### src/rtl/recursive_mutex_table_top_assert.svh
// ----------------------------------------------------------------------------
// Assertion macros for the recursive mutex table
// Each macro checks a property on clk, with checking held off during reset.
// ----------------------------------------------------------------------------
`ifndef RECURSIVE_MUTEX_TABLE_TOP_ASSERT_SVH
`define RECURSIVE_MUTEX_TABLE_TOP_ASSERT_SVH

`ifndef SYNTHESIS
// Check a property on every clock edge outside reset
`define MTX_ASSERT(label, prop, msg) \
  label: assert property (@(posedge clk) disable iff (!rst_n) (prop)) else $error(msg);
// Check that an antecedent implies a consequent in the next cycle
`define MTX_ASSERT_NEXT(label, ante, cons, msg) \
  label: assert property (@(posedge clk) disable iff (!rst_n) (ante) |=> (cons)) \
    else $error(msg);
`else
`define MTX_ASSERT(label, prop, msg)
`define MTX_ASSERT_NEXT(label, ante, cons, msg)
`endif

`endif

### src/rtl/mtx_pkg.sv
// ----------------------------------------------------------------------------
// mtx_pkg
// Types and constants shared by the recursive mutex table modules.
// ----------------------------------------------------------------------------
`default_nettype none

package mtx_pkg;

  // Table size and field widths
  localparam int MUTEX_ENTRIES  = 16;
  localparam int IDX_W          = 4;
  localparam int PID_W          = 4;
  localparam int CNT_W          = 8;
  // Only entries reachable by a 4-bit index are usable
  localparam int USABLE_ENTRIES = (MUTEX_ENTRIES < (1 << IDX_W)) ? MUTEX_ENTRIES
                                                                 : (1 << IDX_W);
  localparam int ENT_W          = (USABLE_ENTRIES > 1) ? $clog2(USABLE_ENTRIES) : 1;
  localparam logic [CNT_W-1:0] COUNT_MAX = {CNT_W{1'b1}};

  typedef enum logic [1:0] {
    OP_CREATE = 2'd0,
    OP_LOCK   = 2'd1,
    OP_UNLOCK = 2'd2,
    OP_CLOSE  = 2'd3
  } op_t;

  typedef enum logic [2:0] {
    ST_OK         = 3'd0,
    ST_BLOCKED    = 3'd1,
    ST_RELOCK     = 3'd2,
    ST_NOT_LOCKED = 3'd3,
    ST_FULL       = 3'd4,
    ST_UNUSED     = 3'd5,
    ST_OVERFLOW   = 3'd6
  } status_t;

  typedef struct packed {
    op_t              operation;
    logic [IDX_W-1:0] mutex_index;
    logic [PID_W-1:0] requester;
    logic             recursive;
  } req_t;

  typedef struct packed {
    status_t          status;
    logic [IDX_W-1:0] result_index;
    logic             wake;
  } rsp_t;

endpackage

`default_nettype wire

### src/rtl/mtx_if.sv
// ----------------------------------------------------------------------------
// mtx_req_if / mtx_rsp_if
// Valid/ready channels for mutex requests and their responses.
// ----------------------------------------------------------------------------
`default_nettype none

interface mtx_req_if;
  logic                    valid;
  logic                    ready;
  logic [1:0]              operation;
  logic [mtx_pkg::IDX_W-1:0] mutex_index;
  logic [mtx_pkg::PID_W-1:0] requester;
  logic                    recursive;

  modport source (output valid, operation, mutex_index, requester, recursive,
                  input ready);
  modport sink   (input valid, operation, mutex_index, requester, recursive,
                  output ready);
endinterface

interface mtx_rsp_if;
  logic                      valid;
  logic                      ready;
  logic [2:0]                status;
  logic [mtx_pkg::IDX_W-1:0] result_index;
  logic                      wake;

  modport source (output valid, status, result_index, wake, input ready);
  modport sink   (input valid, status, result_index, wake, output ready);
endinterface

`default_nettype wire

### src/rtl/recursive_mutex_table_top.sv
// A request passes the input register, the table decision, then the response register.
// Throughput: one request per cycle unless the response stalls; the table state
//   updates in one pass as the request moves from input register to response register.
// Backpressure holds the response register; the input register takes one more request.
// Reset (synchronous, active low) frees all entries and clears counts and holders.
// ----------------------------------------------------------------------------
// recursive_mutex_table_top
// Recursive mutex table: create, lock, unlock and close requests.
// ----------------------------------------------------------------------------
`default_nettype none

`include "recursive_mutex_table_top_assert.svh"

module recursive_mutex_table_top (
  input  wire logic  clk,
  input  wire logic  rst_n,
  mtx_req_if.sink    in_req,
  mtx_rsp_if.source  out_rsp
);

  logic          s1_valid_r;
  mtx_pkg::req_t s1_req_r;
  logic          out_valid_r;
  mtx_pkg::rsp_t out_rsp_r;
  mtx_pkg::rsp_t rsp;
  logic          out_free;
  logic          fire;

  // Stage handshake
  assign out_free     = !out_valid_r || out_rsp.ready;
  assign fire         = s1_valid_r && out_free;
  assign in_req.ready = !s1_valid_r || out_free;

  // Input register
  always_ff @(posedge clk) begin
    if (!rst_n) begin
      s1_valid_r <= 1'b0;
    end else if (in_req.ready) begin
      s1_valid_r <= in_req.valid;
    end
    if (in_req.ready && in_req.valid) begin
      s1_req_r.operation   <= mtx_pkg::op_t'(in_req.operation);
      s1_req_r.mutex_index <= in_req.mutex_index;
      s1_req_r.requester   <= in_req.requester;
      s1_req_r.recursive   <= in_req.recursive;
    end
  end

  mtx_table u_table (
    .clk   (clk),
    .rst_n (rst_n),
    .fire  (fire),
    .req   (s1_req_r),
    .rsp   (rsp)
  );

  // Response register
  always_ff @(posedge clk) begin
    if (!rst_n) begin
      out_valid_r <= 1'b0;
    end else if (out_free) begin
      out_valid_r <= s1_valid_r;
    end
    if (fire) begin
      out_rsp_r <= rsp;
    end
  end

  assign out_rsp.valid        = out_valid_r;
  assign out_rsp.status       = out_rsp_r.status;
  assign out_rsp.result_index = out_rsp_r.result_index;
  assign out_rsp.wake         = out_rsp_r.wake;

  `MTX_ASSERT(a_wake_ok, !(out_valid_r && out_rsp_r.wake && out_rsp_r.status != mtx_pkg::ST_OK),
    "wake with non-ok status")
  `MTX_ASSERT(a_full_idx, !(out_valid_r && out_rsp_r.status == mtx_pkg::ST_FULL &&
    out_rsp_r.result_index != '0), "full response with nonzero index")
  `MTX_ASSERT_NEXT(a_fire_out, fire, out_valid_r, "request lost between stages")

endmodule

`default_nettype wire

### src/rtl/mtx_table.sv
// ----------------------------------------------------------------------------
// mtx_table
// Mutex table state and the single-pass decision for one request.
// ----------------------------------------------------------------------------
`default_nettype none

`include "recursive_mutex_table_top_assert.svh"

module mtx_table (
  input  wire logic          clk,
  input  wire logic          rst_n,
  input  wire logic          fire,
  input  wire mtx_pkg::req_t req,
  output mtx_pkg::rsp_t      rsp
);

  localparam int N = mtx_pkg::USABLE_ENTRIES;

  logic [N-1:0]                in_use_r,  in_use_nxt;
  logic [N-1:0]                rec_r,     rec_nxt;
  logic [mtx_pkg::CNT_W-1:0]   cnt_r      [N];
  logic [mtx_pkg::CNT_W-1:0]   cnt_nxt    [N];
  logic [mtx_pkg::PID_W-1:0]   holder_r   [N];
  logic [mtx_pkg::PID_W-1:0]   holder_nxt [N];

  logic                        idx_ok;
  logic [mtx_pkg::ENT_W-1:0]   ent;
  logic                        used;
  logic [mtx_pkg::CNT_W-1:0]   cnt;
  logic                        free_found;
  logic [mtx_pkg::ENT_W-1:0]   free_ent;
  logic [N-1:0]                cnt_nz;

  // Address decode of the addressed entry
  assign idx_ok = ({1'b0, req.mutex_index} < (mtx_pkg::IDX_W + 1)'(N));
  assign ent    = req.mutex_index[mtx_pkg::ENT_W-1:0];
  assign used   = idx_ok && in_use_r[ent];
  assign cnt    = cnt_r[ent];

  // Lowest free entry
  always_comb begin
    free_found = 1'b0;
    free_ent   = '0;
    for (int i = N - 1; i >= 0; i--) begin
      if (!in_use_r[i]) begin
        free_found = 1'b1;
        free_ent   = mtx_pkg::ENT_W'(i);
      end
    end
  end

  // Decision and next state
  always_comb begin
    in_use_nxt = in_use_r;
    rec_nxt    = rec_r;
    cnt_nxt    = cnt_r;
    holder_nxt = holder_r;
    rsp.status       = mtx_pkg::ST_OK;
    rsp.result_index = req.mutex_index;
    rsp.wake         = 1'b0;
    if (req.operation == mtx_pkg::OP_CREATE) begin
      if (free_found) begin
        rsp.result_index     = mtx_pkg::IDX_W'(free_ent);
        in_use_nxt[free_ent] = 1'b1;
        rec_nxt[free_ent]    = req.recursive;
        cnt_nxt[free_ent]    = '0;
        holder_nxt[free_ent] = '0;
      end else begin
        rsp.status       = mtx_pkg::ST_FULL;
        rsp.result_index = '0;
      end
    end else if (!used) begin
      rsp.status = mtx_pkg::ST_UNUSED;
    end else begin
      unique case (req.operation)
        mtx_pkg::OP_LOCK: begin
          if (cnt == '0) begin
            cnt_nxt[ent]    = mtx_pkg::CNT_W'(1);
            holder_nxt[ent] = req.requester;
          end else if (holder_r[ent] != req.requester) begin
            rsp.status = mtx_pkg::ST_BLOCKED;
          end else if (!rec_r[ent]) begin
            rsp.status = mtx_pkg::ST_RELOCK;
          end else if (cnt == mtx_pkg::COUNT_MAX) begin
            rsp.status = mtx_pkg::ST_OVERFLOW;
          end else begin
            cnt_nxt[ent] = cnt + mtx_pkg::CNT_W'(1);
          end
        end
        mtx_pkg::OP_UNLOCK: begin
          if (cnt == '0) begin
            rsp.status = mtx_pkg::ST_NOT_LOCKED;
          end else if (rec_r[ent] && cnt != mtx_pkg::CNT_W'(1)) begin
            cnt_nxt[ent] = cnt - mtx_pkg::CNT_W'(1);
          end else begin
            // last release frees the mutex
            cnt_nxt[ent]    = '0;
            holder_nxt[ent] = '0;
            rsp.wake        = 1'b1;
          end
        end
        default: begin
          // close: free the entry even if locked
          in_use_nxt[ent] = 1'b0;
          rec_nxt[ent]    = 1'b0;
          cnt_nxt[ent]    = '0;
          holder_nxt[ent] = '0;
          rsp.wake        = 1'b1;
        end
      endcase
    end
  end

  // Table state
  always_ff @(posedge clk) begin
    if (!rst_n) begin
      in_use_r <= '0;
      rec_r    <= '0;
      for (int i = 0; i < N; i++) begin
        cnt_r[i]    <= '0;
        holder_r[i] <= '0;
      end
    end else if (fire) begin
      in_use_r <= in_use_nxt;
      rec_r    <= rec_nxt;
      cnt_r    <= cnt_nxt;
      holder_r <= holder_nxt;
    end
  end

  always_comb begin
    for (int i = 0; i < N; i++) begin
      cnt_nz[i] = (cnt_r[i] != '0);
    end
  end

  `MTX_ASSERT(a_cnt_in_use, !(|(cnt_nz & ~in_use_r)), "lock count on free entry")
  `MTX_ASSERT(a_rec_in_use, !(|(rec_r & ~in_use_r)), "recursive bit on free entry")
  `MTX_ASSERT_NEXT(a_create_alloc,
    fire && req.operation == mtx_pkg::OP_CREATE && rsp.status == mtx_pkg::ST_OK,
    in_use_r[$past(free_ent)], "created entry not marked in use")
  `MTX_ASSERT_NEXT(a_close_frees, fire && req.operation == mtx_pkg::OP_CLOSE && used,
    !in_use_r[$past(ent)], "closed entry still in use")

endmodule

`default_nettype wire
### src/flat_wrapper.sv
// flat-port wrapper written by rule: the top's interface ports become plain ports
module recursive_mutex_table_top_flat 
  (clk, rst_n, in_req_valid, in_req_operation, in_req_mutex_index, in_req_requester, in_req_recursive, in_req_ready, out_rsp_valid, out_rsp_status, out_rsp_result_index, out_rsp_wake, out_rsp_ready);
  mtx_req_if in_req_i ();
  mtx_rsp_if out_rsp_i ();
  input  wire logic clk;
  input  wire logic rst_n;
  input wire logic [$bits(in_req_i.valid)-1:0] in_req_valid;
  input wire logic [$bits(in_req_i.operation)-1:0] in_req_operation;
  input wire logic [$bits(in_req_i.mutex_index)-1:0] in_req_mutex_index;
  input wire logic [$bits(in_req_i.requester)-1:0] in_req_requester;
  input wire logic [$bits(in_req_i.recursive)-1:0] in_req_recursive;
  output wire logic [$bits(in_req_i.ready)-1:0] in_req_ready;
  output wire logic [$bits(out_rsp_i.valid)-1:0] out_rsp_valid;
  output wire logic [$bits(out_rsp_i.status)-1:0] out_rsp_status;
  output wire logic [$bits(out_rsp_i.result_index)-1:0] out_rsp_result_index;
  output wire logic [$bits(out_rsp_i.wake)-1:0] out_rsp_wake;
  input wire logic [$bits(out_rsp_i.ready)-1:0] out_rsp_ready;
  assign in_req_i.valid = in_req_valid;
  assign in_req_i.operation = in_req_operation;
  assign in_req_i.mutex_index = in_req_mutex_index;
  assign in_req_i.requester = in_req_requester;
  assign in_req_i.recursive = in_req_recursive;
  assign in_req_ready = in_req_i.ready;
  assign out_rsp_valid = out_rsp_i.valid;
  assign out_rsp_status = out_rsp_i.status;
  assign out_rsp_result_index = out_rsp_i.result_index;
  assign out_rsp_wake = out_rsp_i.wake;
  assign out_rsp_i.ready = out_rsp_ready;
  recursive_mutex_table_top u_core (.clk(clk), .rst_n(rst_n), .in_req(in_req_i), .out_rsp(out_rsp_i));
endmodule
### config.mk
export PLATFORM = sky130hd
export DESIGN_NAME = recursive_mutex_table_top_flat
export DESIGN_NICKNAME = d
export VERILOG_FILES = /design/src/rtl/mtx_pkg.sv /design/src/rtl/mtx_if.sv /design/src/rtl/recursive_mutex_table_top.sv /design/src/rtl/mtx_table.sv /design/src/flat_wrapper.sv
export VERILOG_INCLUDE_DIRS = /design/src /design/src/rtl
export SDC_FILE = /design/constraint.sdc
export NUM_CORES = 1
export LEC_CHECK = 0
export BUFFER_PORTS_ARGS = -buffer_cell sky130_fd_sc_hd__buf_4
export CAP_MARGIN = 20
export CORE_MARGIN = 4
export CORE_UTILIZATION = 35
export CTS_BUF_LIST = sky130_fd_sc_hd__clkbuf_4 sky130_fd_sc_hd__clkbuf_8
export DETAILED_ROUTE_END_ITERATION = 7
export GPL_TIMING_DRIVEN = 0
export PLACE_DENSITY = 0.51
export SLEW_MARGIN = 30
export SYNTH_ARGS = -nofsm -noshare
export SYNTH_HDL_FRONTEND = slang
export SYNTH_HIERARCHICAL = 1
export SYNTH_SLANG_ARGS = --single-unit
export TNS_END_PERCENT = 1
### constraint.sdc
create_clock -name clk -period 6.03 [get_ports clk]
set_clock_uncertainty 0.1 [all_clocks]
set_input_delay 0.3015 -clock clk [delete_from_list [all_inputs] [get_ports clk]]
set_output_delay 0.3015 -clock clk [all_outputs]
set_load 0.02 [all_outputs]
Word level (Yosys, flattened, before mapping)

Index checks and enable logic that the tools add are counted.

Output and inout bits: 10
Bits in registers: 245
Logic and storage cells: 200
Bits of input ports: 15

Bitwise logic cells: 18
$lt $le $gt $ge: 8
Reduce and logical (&&, ||, !) cells: 19
Multiplexer cells: 97
Equal/unequal tests: 13
Add/sub/neg operators: 2

Operators by type and width:

| operator                                  | count |
|---|---|
| 128-bit 2-to-1 mux                        | 9 |
| 64-bit 2-to-1 mux                         | 6 |
| 128-bit AND                               | 2 |
| 128-bit bitwise mux                       | 2 |
| 128-bit inverter                          | 2 |
| 128-bit one-hot mux with 2 select lines   | 1 |
| 64-bit AND                                | 2 |
| 16-bit 2-to-1 mux                         | 8 |
| 64-bit inverter                           | 2 |
| 64-bit one-hot mux with 2 select lines    | 1 |
| 112-bit AND                               | 1 |
| 112-bit inverter                          | 1 |
| 4-bit 2-to-1 mux                          | 22 |
| 64-bit bitwise mux                        | 1 |
| 8-bit demux with 4-bit select             | 2 |
| 16-bit AND                                | 2 |
| 8-bit binary-select mux with 4-bit select | 1 |
| 4-bit demux with 4-bit select             | 2 |
| 8-bit 2-to-1 mux                          | 4 |
| 16-bit bitwise OR                         | 2 |
| 1-bit 2-to-1 mux                          | 22 |
| 3-bit 2-to-1 mux                          | 7 |
| 4-bit binary-select mux with 4-bit select | 1 |
| 16-bit bitwise mux                        | 1 |
| other kinds (33)                          | 53 |

Longest topological paths before layout

Word-level depth: 25
Depth in mapped cells: 19
Mapped depth without buffers: 11

Cells and area by module

Netlist, hierarchy kept.

By module, submodules not included:

| module                    | instances | cells an instance | area each (um2) |
|---|---|---|---|
| mtx_table                 | 1         | 1,201             | 11,603.6 |
| recursive_mutex_table_top | 1         | 28                | 674.4 |

Worst setup path after synthesis

OpenSTA, ideal clock, no wires.

Path type: register to register
From: register u_core/s1_req_r[5] (netlist bit)
To: register u_core/u_table/cnt_r[102] (netlist bit)
Buffers on the path: 8
Cell stages (with the launch flop): 19
Slack: 1,253 ps
Clock period less this slack: 4,777 ps
Library setup time: 61 ps
Arrival: 4,616 ps
Path through: edfxtp_1 buf_4 buf_6 buf_6 buf_4 buf_6 buf_2 mux4_2 a221oi_1 ha_1 inv_1 or3_1 clkbuf_1 nor3b_1 and2_1 a211oi_1 clkbuf_1 a41oi_1 a22o_1

Longest elaborated chain between the ends: 13
Elaborated cells between the ends (all ways): 44
Classes of those cells: add/sub: 2; order compare: 2; eq/ne: 7; mux: 23; bitwise: 5; reduce/logical: 5

RTL lines:

| element                                                                                 | line                                              | source |
|---|---|---|
| start, declared                                                                         | recursive_mutex_table_top.sv:22                   | `mtx_pkg::req_t s1_req_r;` |
| 4-bit inverter with 5-bit output (not written as such)                                  | n/a                                               |  |
| 8-bit binary-select mux with 4-bit select (tied with other cells)                       | mtx_table.sv:38                                   | `assign cnt = cnt_r[ent];` |
| 8-bit 2-to-1 mux (not written as such) or 1-bit logical AND (tied branches)             | n/a                                               |  |
| 8-bit 2-to-1 mux, on equally long branches                                              | n/a                                               |  |
| 8-bit by 1-bit adder with 8-bit output or 8-bit demux with 4-bit select (tied branches) | mtx_table.sv:87, mtx_table.sv:78, mtx_table.sv:94 |  |
| 128-bit bitwise mux                                                                     | mtx_table.sv:87                                   | `cnt_nxt[ent] = cnt + mtx_pkg::CNT_W'(1);` |
| 128-bit 2-to-1 mux                                                                      | mtx_table.sv:84                                   | `end else if (cnt == mtx_pkg::COUNT_MAX) begin` |
| 128-bit 2-to-1 mux                                                                      | mtx_table.sv:82                                   | `end else if (!rec_r[ent]) begin` |
| 128-bit 2-to-1 mux                                                                      | mtx_table.sv:80                                   | `end else if (holder_r[ent] != req.requester) begin` |
| 128-bit 2-to-1 mux                                                                      | mtx_table.sv:77                                   | `if (cnt == '0) begin` |
| 128-bit one-hot mux with 2 select lines                                                 | mtx_table.sv:75                                   | `unique case (req.operation)` |
| 128-bit 2-to-1 mux                                                                      | mtx_table.sv:72                                   | `end else if (!used) begin` |
| 128-bit 2-to-1 mux                                                                      | mtx_table.sv:61                                   | `if (req.operation == mtx_pkg::OP_CREATE) begin` |
| end signal, assigned                                                                    | mtx_table.sv:126                                  | `cnt_r <= cnt_nxt;` |
| end, declared                                                                           | mtx_table.sv:21                                   | `logic [mtx_pkg::CNT_W-1:0] cnt_r [N];` |

Parallel ways exist; a longest one is shown, timed or not. The select of a mux whose other input is x is not followed.
A chain may end at the register's enable or synchronous reset.

Final worst setup path

From: register u_core/s1_req_r[6] (netlist bit)
To: register u_core/u_table/cnt_r[17] (netlist bit)

The elaborated chain is that of the path after synthesis.

==> results.md <==
- Register Area: 5090 µm²
- Worst path cell trace: buf_2, buf_2, buf_2, mux4_2, a22o_1, a221oi_2, ha_1, inv_1, nor3_1, a21oi_1, o21ai_1, clkbuf_4, a41oi_2, a32o_1
- Share of the synthesized area in the top cell type: 36.8%
- Final wirelength: 51200 µm
- Syn Nets: 1250
- RSZ-0062 raised after global routing: false
- FF+latch count, synth: 245
- Placed Area: 13300 µm²
- Largest area contributor in the netlist: dfxtp_1
- Total CTS buffers: 43
- # clock sinks: 245
- Setup crit end kind: register
- Fin worst setup slack: 0.157 ns
- YS warnings: 6
- Area grow syn2layout: 20.1%
- Post-synth top cells: dfxtp_1 (226), nand2_1 (106), o21ai_0 (93)
- Util after Layout: 42.7%
- Die area: 38100 µm²
- Worst-Skew Late Latency: 0.59 ns
- Outcome: completed
- Multi-input gate area: 7030 µm²
- Flop-to-flop setup slack: 0.16 ns
- Worst VDD drop: 158 µV
- R2R Path Start: u_core/s1_req_r[6]$_DFFE_PP_
- Synthesized cell area: 12300 µm²
- DRC: 0
- Critical path arrival: 6.25 ns
- Core Area: 34500 µm²
- I/O pin count: 25
- Max-Cap Viols: 0
- Fmax: 170 MHz
- Fin nets: 1354
- Total grt overflow: 0
- Die width: 195 µm
- Critical path class: register to register
- Post-route cell area: 14700 µm²
- Row cnt: 68
- Vias post-DR: 11800
- Gr usage total: 26.1%
- Place WS: -0.811 ns
- Critical path origin: u_core/s1_req_r[6]$_DFFE_PP_
- Top_reg_cell synth: dfxtp_1
- Mean Syn Cell Area: 9.99 µm²
- Share of layout cells above drive strength 1: 20.9%
- Hold Crit Class: input port to register
- CP Launch Type: register
- Synth unique cells: 73
- Initial DRC count: 1304
- Post-route minimum period: 5.87 ns
- Post-route ant nets: 0
- Pwr dens: 244 nW/µm²
- Die Height: 195 µm
- Final Hold Fails: 0
- Count of input and output buffers: 24
- Hold WS: 0.262 ns
- DR WL/cell: 28.2 µm
- Clock Path Buffers: 3
- Fin crit share: 97.4%
- Crit-path max cell delay: 0.63 ns
- CTS tree: yes
- Ranking of synthesized cells by area: dfxtp_1 (37%), mux4_2 (9.9%), a32o_1 (6.7%), edfxtp_1 (4.6%), o21ai_0 (3.8%)
- Via density per instance: 6.47
- Async set-reset flop share out of synthesis: 0%
- Initial antenna violation count: 1
- Total power: 3.60 mW
- Slowest stage cell, crit path: a221oi_2
- Largest net degree at the start of global routing: 20
- GP Congestion: 0.931
- TritonRoute pass-1 iters: 6
- Post-synth EDFFs: 19
- Post-synthesis sequential area ratio: 41.5%
- Slew margin rel.: 24.4%
- Actual slew at the worst max-slew pin: 1.12 ns
- First-pass GRT wire length: 76100 µm
- Reg clk slew, reported paths: 0.06 ns
- DP HPWL: 36100 µm
- Root buffer cell: clkbuf_8
- Htree depth: 2
- Fillcell total: 3383
- Worst Path Required: 6.41 ns
- Critical path's most frequent cell: buf_2
- Lkg Pwr: 4.98 nW
- Count leader, synth: dfxtp_1
- Initial cell density of the core: 35.5%
- Final slew viol count: 0
- Worst-path fanout max: 19
- Number of global-route vias before repair: 11500
- Hold path startpoint: out_rsp_ready
- # setup viols final: 0
- Synthesized instance count: 1229
==> metrics by stage <==
step           instances  TNS (ns)
4_1_cts             1807         0
2_1_floorplan       1229         0
5_1_grt             1817         0
3_3_place_gp        1708   -155.06
3_5_place_dp        1718    -88.45
6_report            1818         0
==> repair_timing <==
action / CTS / global route
setup endpoints to repair: 190 / 168
hold buffers: 15 / 0
buffers inserted: 1 / 10
gates resized for setup: 17 / 12
hold endpoints to repair: 13 / 0
pin swaps: 1 / 10
==> area by class of cell <==
cell class                 count  share of cell area [%]
sequential                   245                    34.5
buffer                       100                    3.18
tap                          455                    3.86
timing repair buffer          60                    4.07
clock buffer                  72                    5.91
antenna                        1                  0.0170
inverter                      24                   0.611
multi-input combinational    859                    47.7
clock inverter                 2                   0.110
==> path summary, 6_finish.rpt <==
check                                                to  depth (start not counted)
setup reg to reg  u_core/u_table/cnt_r[17]$_SDFFE_PN0P_                         14
hold reg to reg   u_core/u_table/cnt_r[11]$_SDFFE_PN0P_                          1
setup / recovery  u_core/u_table/cnt_r[17]$_SDFFE_PN0P_                         14
hold / removal             u_core/s1_req_r[2]$_DFFE_PP_                          3
==> per-layer routing <==
layer	share of wire, %	track usage [%]	up-vias
met5	0.031	0	-
met3	9.0	5.06	136
met1	43	36.5	5915
met4	4.3	10.3	2
met2	44	39.8	622
li1	-	-	5092
==> placed cells by master (no fill, tap or decap), types with 41 or more instances in the layout <==
master / netlist / final
o211ai_1: 58 / 58
dfxtp_1: 226 / 226
nand2_1: 106 / 106
o21ai_0: 93 / 93
nor2_1: 48 / 41
clkbuf_1: 62 / 58
nand3_1: 47 / 47
a32o_1: 82 / 82
clkbuf_8: 0 / 53
mux4_2: 54 / 54
==> power by group <==
part | internal [mW] | switching, mW | leakage [nW]
registers | 1.65 | 0.00627 | 2.00
logic | 0.0961 | 0.246 | 2.50
clock network | 0.904 | 0.698 | 0.473
total | 2.65 | 0.951 | 4.98
==> cell families (layout without fill, tap and decap cells) <==
group | count (synthesis) | in the layout | share of synthesized area (%)
buf+inv | 125 | 258 | 4.43
other cells | 0 | 1 | 0
xor+xnor | 6 | 6 | 0.428
simple gates | 285 | 285 | 11.2
fa+ha+maj | 6 | 6 | 0.611
compound gates | 482 | 482 | 29.7
flops | 245 | 245 | 41.5
mux | 80 | 80 | 12.1
==> sequential cells by signal (all words and copies together), names as in the netlist <==
name	count
u_core/s1_valid_r	1
u_core/out_rsp.status	3
u_core/out_rsp.wake	1
u_core/out_rsp.result_index	4
u_core/u_table/cnt_r	128
u_core/u_table/rec_r	16
u_core/u_table/holder_r	64
u_core/s1_req_r	11
u_core/u_table/in_use_r	16
u_core/out_rsp.valid	1
==> critical path: cells and delay by family, from the launching register on <==
kind	cells	cell delay [ns]
simple gates	1	0.36
buf+inv	5	1.88
flops	1	0.45
fa+ha+maj	1	0.29
compound gates	6	2.24
mux	1	0.39
(Power assumes the default switching activity.)
